## src/design/closest_ray_sphere_hit_assert.svh

```systemverilog
// Assertion macros used by the closest-hit search controller.
// Needs clk and rst_n in the scope of each use.
`ifndef CLOSEST_RAY_SPHERE_HIT_ASSERT_SVH
`define CLOSEST_RAY_SPHERE_HIT_ASSERT_SVH
`ifndef ASSERT_OFF
`define CRSH_ASSERT_IMP(lbl, ante, cons) \
    lbl: assert property (@(posedge clk) disable iff (!rst_n) (ante) |-> (cons)) \
        else $error("assertion failed");
`define CRSH_ASSERT_NEXT(lbl, ante, cons) \
    lbl: assert property (@(posedge clk) disable iff (!rst_n) (ante) |=> (cons)) \
        else $error("assertion failed");
`else
`define CRSH_ASSERT_IMP(lbl, ante, cons)
`define CRSH_ASSERT_NEXT(lbl, ante, cons)
`endif
`endif

```

## src/design/crsh_pkg.sv

```systemverilog
// Shared types and constants of the ray-sphere closest-hit search.
// No dependencies.
package crsh_pkg;

    localparam int MaxSpheres = 16;
    localparam int SlotW      = 4;
    localparam int CountW     = 5;
    localparam int InDataW    = 296;
    localparam int OutDataW   = 40;
    localparam int AccW       = 136;
    localparam int OpW        = 68;
    localparam int SqRemW     = 72;
    localparam int QW         = 84;
    localparam int DivRemW    = 66;
    localparam int DenW       = 65;
    localparam int StepW      = 7;

    localparam int SlotLo   = 0;
    localparam int PosXLo   = 4;
    localparam int PosYLo   = 36;
    localparam int PosZLo   = 68;
    localparam int DirXLo   = 100;
    localparam int DirYLo   = 132;
    localparam int DirZLo   = 164;
    localparam int RadLo    = 196;
    localparam int VisBit   = 227;
    localparam int TLowLo   = 228;
    localparam int THighLo  = 260;

    typedef enum logic [3:0] {
        MAC_DXDX, MAC_DYDY, MAC_DZDZ,
        MAC_CXDX, MAC_CYDY, MAC_CZDZ,
        MAC_CXCX, MAC_CYCY, MAC_CZCZ,
        MAC_RR, MAC_BB, MAC_AC4
    } mac_op_t;

    localparam logic [3:0] MacLast = 4'(MAC_AC4);

    typedef enum logic [3:0] {
        CMD_NOP, CMD_LOAD_SLOT, CMD_LOAD_RAY, CMD_SEL_SPHERE, CMD_MAC,
        CMD_SQRT, CMD_DIV, CMD_UPDATE, CMD_PUBLISH
    } cmd_t;

    typedef struct packed {
        cmd_t              cmd;
        mac_op_t           op;
        logic              root;
        logic [SlotW-1:0]  k;
    } dp_cmd_t;

    typedef struct packed {
        logic vis;
        logic mul_busy;
        logic mul_done;
        logic sqrt_done;
        logic div_done;
        logic a_zero;
        logic disc_neg;
        logic out_full;
    } dp_stat_t;

    typedef enum logic [3:0] {
        ST_IDLE, ST_SPHERE, ST_SEL, ST_MAC_GO, ST_MAC_WAIT, ST_CHECK,
        ST_SQRT_WAIT, ST_DIV_GO, ST_DIV_WAIT, ST_UPD, ST_NEXT, ST_FIN
    } state_t;

endpackage

```

## src/design/crsh_ctrl.sv

```systemverilog
// Controller of the closest-hit search: sequences loads, slot walk and root tests.
// Depends on crsh_pkg and closest_ray_sphere_hit_assert.svh.
`include "closest_ray_sphere_hit_assert.svh"
module crsh_ctrl
    import crsh_pkg::*;
(
    input  logic              clk,
    input  logic              rst_n,
    input  logic              s_tvalid,
    output logic              s_tready,
    input  logic              s_tuser,
    input  logic              cfg_valid,
    output logic              cfg_ready,
    input  logic [CountW-1:0] cfg_data,
    output dp_cmd_t           cmd,
    input  dp_stat_t          stat
);

    state_t            state_reg, state_next;
    logic [CountW-1:0] count_reg;
    logic [CountW-1:0] k_reg, k_next;
    logic [3:0]        mi_reg, mi_next;
    logic              root_reg, root_next;
    logic [CountW-1:0] n_lim;

    assign cfg_ready = 1'b1;
    assign n_lim = (count_reg > CountW'(MaxSpheres)) ? CountW'(MaxSpheres) : count_reg;

    always_ff @(posedge clk or negedge rst_n)
    begin
        if (!rst_n)
        begin
            state_reg <= ST_IDLE;
            count_reg <= '0;
            k_reg     <= '0;
            mi_reg    <= '0;
            root_reg  <= 1'b0;
        end
        else
        begin
            state_reg <= state_next;
            k_reg     <= k_next;
            mi_reg    <= mi_next;
            root_reg  <= root_next;
            if (cfg_valid)
            begin
                count_reg <= cfg_data;
            end
        end
    end

    always_comb
    begin
        state_next = state_reg;
        k_next     = k_reg;
        mi_next    = mi_reg;
        root_next  = root_reg;
        s_tready   = 1'b0;
        cmd.cmd    = CMD_NOP;
        cmd.op     = mac_op_t'(mi_reg);
        cmd.root   = root_reg;
        cmd.k      = k_reg[SlotW-1:0];
        unique case (state_reg)
            ST_IDLE:
            begin
                s_tready = 1'b1;
                if (s_tvalid)
                begin
                    if (s_tuser)
                    begin
                        cmd.cmd    = CMD_LOAD_RAY;
                        k_next     = '0;
                        state_next = ST_SPHERE;
                    end
                    else
                    begin
                        cmd.cmd = CMD_LOAD_SLOT;
                    end
                end
            end
            ST_SPHERE:
            begin
                if (k_reg >= n_lim)
                begin
                    state_next = ST_FIN;
                end
                else
                begin
                    cmd.cmd    = CMD_SEL_SPHERE;
                    state_next = ST_SEL;
                end
            end
            ST_SEL:
            begin
                mi_next    = '0;
                state_next = stat.vis ? ST_MAC_GO : ST_NEXT;
            end
            ST_MAC_GO:
            begin
                cmd.cmd    = CMD_MAC;
                state_next = ST_MAC_WAIT;
            end
            ST_MAC_WAIT:
            begin
                if (stat.mul_done)
                begin
                    if (mi_reg == MacLast)
                    begin
                        state_next = ST_CHECK;
                    end
                    else
                    begin
                        mi_next    = mi_reg + 4'd1;
                        state_next = ST_MAC_GO;
                    end
                end
            end
            ST_CHECK:
            begin
                if (stat.a_zero || stat.disc_neg)
                begin
                    state_next = ST_NEXT;
                end
                else
                begin
                    cmd.cmd    = CMD_SQRT;
                    state_next = ST_SQRT_WAIT;
                end
            end
            ST_SQRT_WAIT:
            begin
                if (stat.sqrt_done)
                begin
                    root_next  = 1'b0;
                    state_next = ST_DIV_GO;
                end
            end
            ST_DIV_GO:
            begin
                cmd.cmd    = CMD_DIV;
                state_next = ST_DIV_WAIT;
            end
            ST_DIV_WAIT:
            begin
                if (stat.div_done)
                begin
                    state_next = ST_UPD;
                end
            end
            ST_UPD:
            begin
                cmd.cmd = CMD_UPDATE;
                if (root_reg)
                begin
                    state_next = ST_NEXT;
                end
                else
                begin
                    root_next  = 1'b1;
                    state_next = ST_DIV_GO;
                end
            end
            ST_NEXT:
            begin
                k_next     = k_reg + CountW'(1);
                state_next = ST_SPHERE;
            end
            ST_FIN:
            begin
                if (!stat.out_full)
                begin
                    cmd.cmd    = CMD_PUBLISH;
                    state_next = ST_IDLE;
                end
            end
            default:
            begin
                state_next = ST_IDLE;
            end
        endcase
    end

    `CRSH_ASSERT_NEXT(a_fin_publish, state_reg == ST_FIN && !stat.out_full, stat.out_full)
    `CRSH_ASSERT_IMP(a_k_bound, 1'b1, k_reg <= CountW'(MaxSpheres))
    `CRSH_ASSERT_IMP(a_mac_wait_busy, state_reg == ST_MAC_WAIT, stat.mul_busy)
    `CRSH_ASSERT_IMP(a_ready_quiet, s_tready, !stat.mul_busy)

endmodule

```

## config.mk

```make
export PLATFORM = sky130hd
export DESIGN_NAME = crsh_ctrl
export DESIGN_NICKNAME = d
export VERILOG_FILES = /design/src/design/crsh_pkg.sv /design/src/design/crsh_ctrl.sv
export VERILOG_INCLUDE_DIRS = /design/src /design/src/design
export SDC_FILE = /design/constraint.sdc
export NUM_CORES = 1
export LEC_CHECK = 0
export BUFFER_PORTS_ARGS = -buffer_cell sky130_fd_sc_hd__buf_2
export CORE_MARGIN = 2
export CORE_UTILIZATION = 57
export CTS_BUF_LIST = sky130_fd_sc_hd__clkbuf_4
export CTS_CLUSTER_DIAMETER = 200
export CTS_CLUSTER_SIZE = 24
export DETAILED_ROUTE_END_ITERATION = 10
export PLACE_DENSITY = 0.84
export SLEW_MARGIN = 20
export SYNTH_ARGS = -nofsm -noshare
export SYNTH_HDL_FRONTEND = slang
export SYNTH_SLANG_ARGS = --single-unit
```

## constraint.sdc

```tcl
create_clock -name clk -period 5.3 [get_ports clk]
set_input_delay 0.53 -clock clk [delete_from_list [all_inputs] [get_ports clk]]
set_output_delay 0.53 -clock clk [all_outputs]
set_load 0.02 [all_outputs]
```

==> impl_metrics.json <==
{
  "diodes": 0,
  "cts_buffer_depth": 2,
  "gp_congestion": 0.890,
  "antenna_found_initial": 0,
  "worst_slack_ns": 2.47,
  "critPathBufInv": 2,
  "netlist_area_um2": 1430,
  "cts-root-buf": "clkbuf_4",
  "async_flop_share": 1.00,
  "synth_edf_count": 0,
  "arrival_ns": 2.30,
  "cts.reportedPaths.clkPinSlew_ns": 0.10,
  "final.min_clock_period_ns": 2.83,
  "htreeDepth": 1,
  "layout.nets": 211,
  "power.leakage_nw": 0.734,
  "cp.required_ns": 4.77,
  "max_cap_violations": 0,
  "synth-seq-cells": 19,
  "synth_top_flop_cell": "dfrtp_1",
  "worst-setup-path-type": "reg2out",
  "cts-hold-fix-buffers": 0,
  "drive_above_1_share": 0.254,
  "drt_pre_antenna_iters": 4,
  "die_w_um": 54.0,
  "max_freq_mhz": 353,
  "vias_per_cell": 5.83,
  "post-route-period-util": 0.534,
  "max_slew_margin": 0.535,
  "endpoint_kind": "output pin",
  "hold_viol": 0,
  "layout_commonest_cell": "buf_2",
  "critPathLaunchType": "flop",
  "place_ws_ns": 2.79,
  "grt_use_total": 0.216,
  "p_comb_frac": 0.513,
  "cp_max_fo": 5,
  "multi_input_area_um2": 848,
  "vias": 1253,
  "drtAntennaViolNets": 0,
  "hpwlAfterDp_mm": 2.24,
  "p_sw_w": 0.000341,
  "path_delay_family": "compound AO/OA/AOI/OAI gates",
  "grt-ovfl-total": 0,
  "setup_violations": 0,
  "yosysWarningCount": 0,
  "io_buffers": 30,
  "synth_fp_nets": 189,
  "wl_mm": 2.92,
  "p_per_area_nw_per_um2": 458,
  "clock_power_share": 0.108,
  "crit_cells": 9,
  "fin_skew_ns": 0.00136,
  "crit_chain": "inv_1, nand2_1, ha_1, a21oi_1, o21ai_0, a21o_1, a211o_1, o221ai_1, buf_2",
  "cp_slowest_cell": "dfrtp_1",
  "maxSlewViolCount": 0,
  "wire_per_inst_um": 13.6,
  "fill_cells": 203,
  "grt_pass1_vias": 1092,
  "drt_iter0_markers": 44,
  "clk_latency_ns": 0.29,
  "grt_start_max_net_pins": 22,
  "synth_cells": 164,
  "layout_common_cells": "buf_2 (30), dfrtp_1 (19), nand2_1 (18)",
  "worst_slew_pin_slew_ns": 0.698,
  "start_util": 0.587,
  "status": "finished clean",
  "io_pins": 33,
  "seqCellArea_um2": 475,
  "cts_buffers": 3,
  "grt_pass1_wl_mm": 4.59,
  "coreArea_um2": 2430,
  "synth_top_area_cell": "dfrtp_1",
  "synthesis.area_per_instance_um2": 8.70,
  "drc": 0,
  "cts_setup_buffers": 0,
  "p_seq_frac": 0.379,
  "synth_top_area_frac": 0.333,
  "area_growth_pct": 9.29,
  "tns_ns": 0,
  "slowest_delay_ns": 0.39,
  "rows": 18,
  "p_sw_frac": 0.477,
  "cts_tree": "built",
  "die_h_um": 54.0,
  "netlist_top_cells_area": "dfrtp_1 (33%), ha_1 (6.1%), nand2_1 (4.7%)",
  "synth_cell_types": 45,
  "power_w": 0.000714,
  "synth_seq_area_share": 0.333,
  "clkSinkCount": 19,
  "intPower_w": 0.000373,
  "rsz0062_at_grt": "no",
  "post_cts_resized": 0,
  "die_area_um2": 2920,
  "hold_class": "in2async",
  "ir_drop_mv": 0.329,
  "reg2reg_depth": 4
}
-- per-layer routing --
metal | part of all wire | global-route usage | vias up
met1 | 0.42 | 0.254 | 590
met5 | 0 | 0 | -
met3 | 0.050 | 0.0250 | 2
li1 | - | - | 620
met2 | 0.52 | 0.407 | 41
met4 | 0.0082 | 0.0625 | 0
-- worst paths after layout --
| path | from | to | slack (ns) |
|---|---|---|---|
| hold / removal | rst_n | k_reg[2] | 0.17 |
| max in group asynchronous | rst_n | count_reg[3] | 4.83 |
| hold reg to reg | count_reg[0] | count_reg[0] | 0.51 |
| min in group clk | cfg_data[4] | count_reg[4] | 0.44 |
| setup / recovery | count_reg[4] | cmd[9] | 2.47 |
| setup reg to reg | state_reg[2] | mi_reg[0] | 3.30 |
-- cells by family after synthesis --
group,synth area share
and+or+nand+nor,0.281
adders and majority gates,0.0613
AOI/OAI and AO/OA,0.154
xor gates and xnor gates,0.0307
other,0.00263
muxes,0.0640
DFF,0.333
buffers and inverters,0.0727
-- power groups by stage --
| stage | logic, W | clock network, W | registers (W) |
|---|---|---|---|
| finish | 0.000366 | 0.0000769 | 0.000271 |
| detailed placement | 0.000365 | 0 | 0.000272 |
| global placement | 0.000352 | 0 | 0.000268 |
| global route | 0.000404 | 0.0000858 | 0.000280 |
| CTS | 0.000368 | 0.0000795 | 0.000269 |
| floorplan | 0.000351 | 0 | 0.000217 |
-- metrics by stage --
stage | hold WS (ns) | std cells | area [um^2] | utilization
floorplan | 0.234 | 164 | 1430 | -
global placement | 0.485 | 211 | 1530 | 0.629
detailed placement | 0.489 | 211 | 1530 | 0.629
CTS | 0.175 | 215 | 1560 | 0.641
global route | 0.173 | 215 | 1560 | 0.641
finish | 0.166 | 215 | 1560 | 0.641
-- cell usage after synthesis (2+ instances only) --
master,instances
a21boi_0,2
a21o_1,3
a21oi_1,9
a31oi_1,2
buf_2,5
buf_4,6
dfrtp_1,19
ha_1,7
inv_1,5
mux2_2,5
mux2i_1,2
nand2_1,18
nand2b_1,2
nand3_1,4
nand3b_1,3
nand4_1,3
nor2_1,17
nor2b_1,4
nor3_1,7
nor3b_1,2
o21ai_0,11
o32ai_1,2
xnor2_1,2
xor2_1,3
-- area by class of cell --
type	count	share of cell area
multi-input cells	127	0.544
flip-flops and latches	19	0.305
repair buffers	30	0.0962
well taps	30	0.0241
clock buffers	4	0.0192
inverters	5	0.0120
Note: power is estimated with default switching activity, not from simulation.
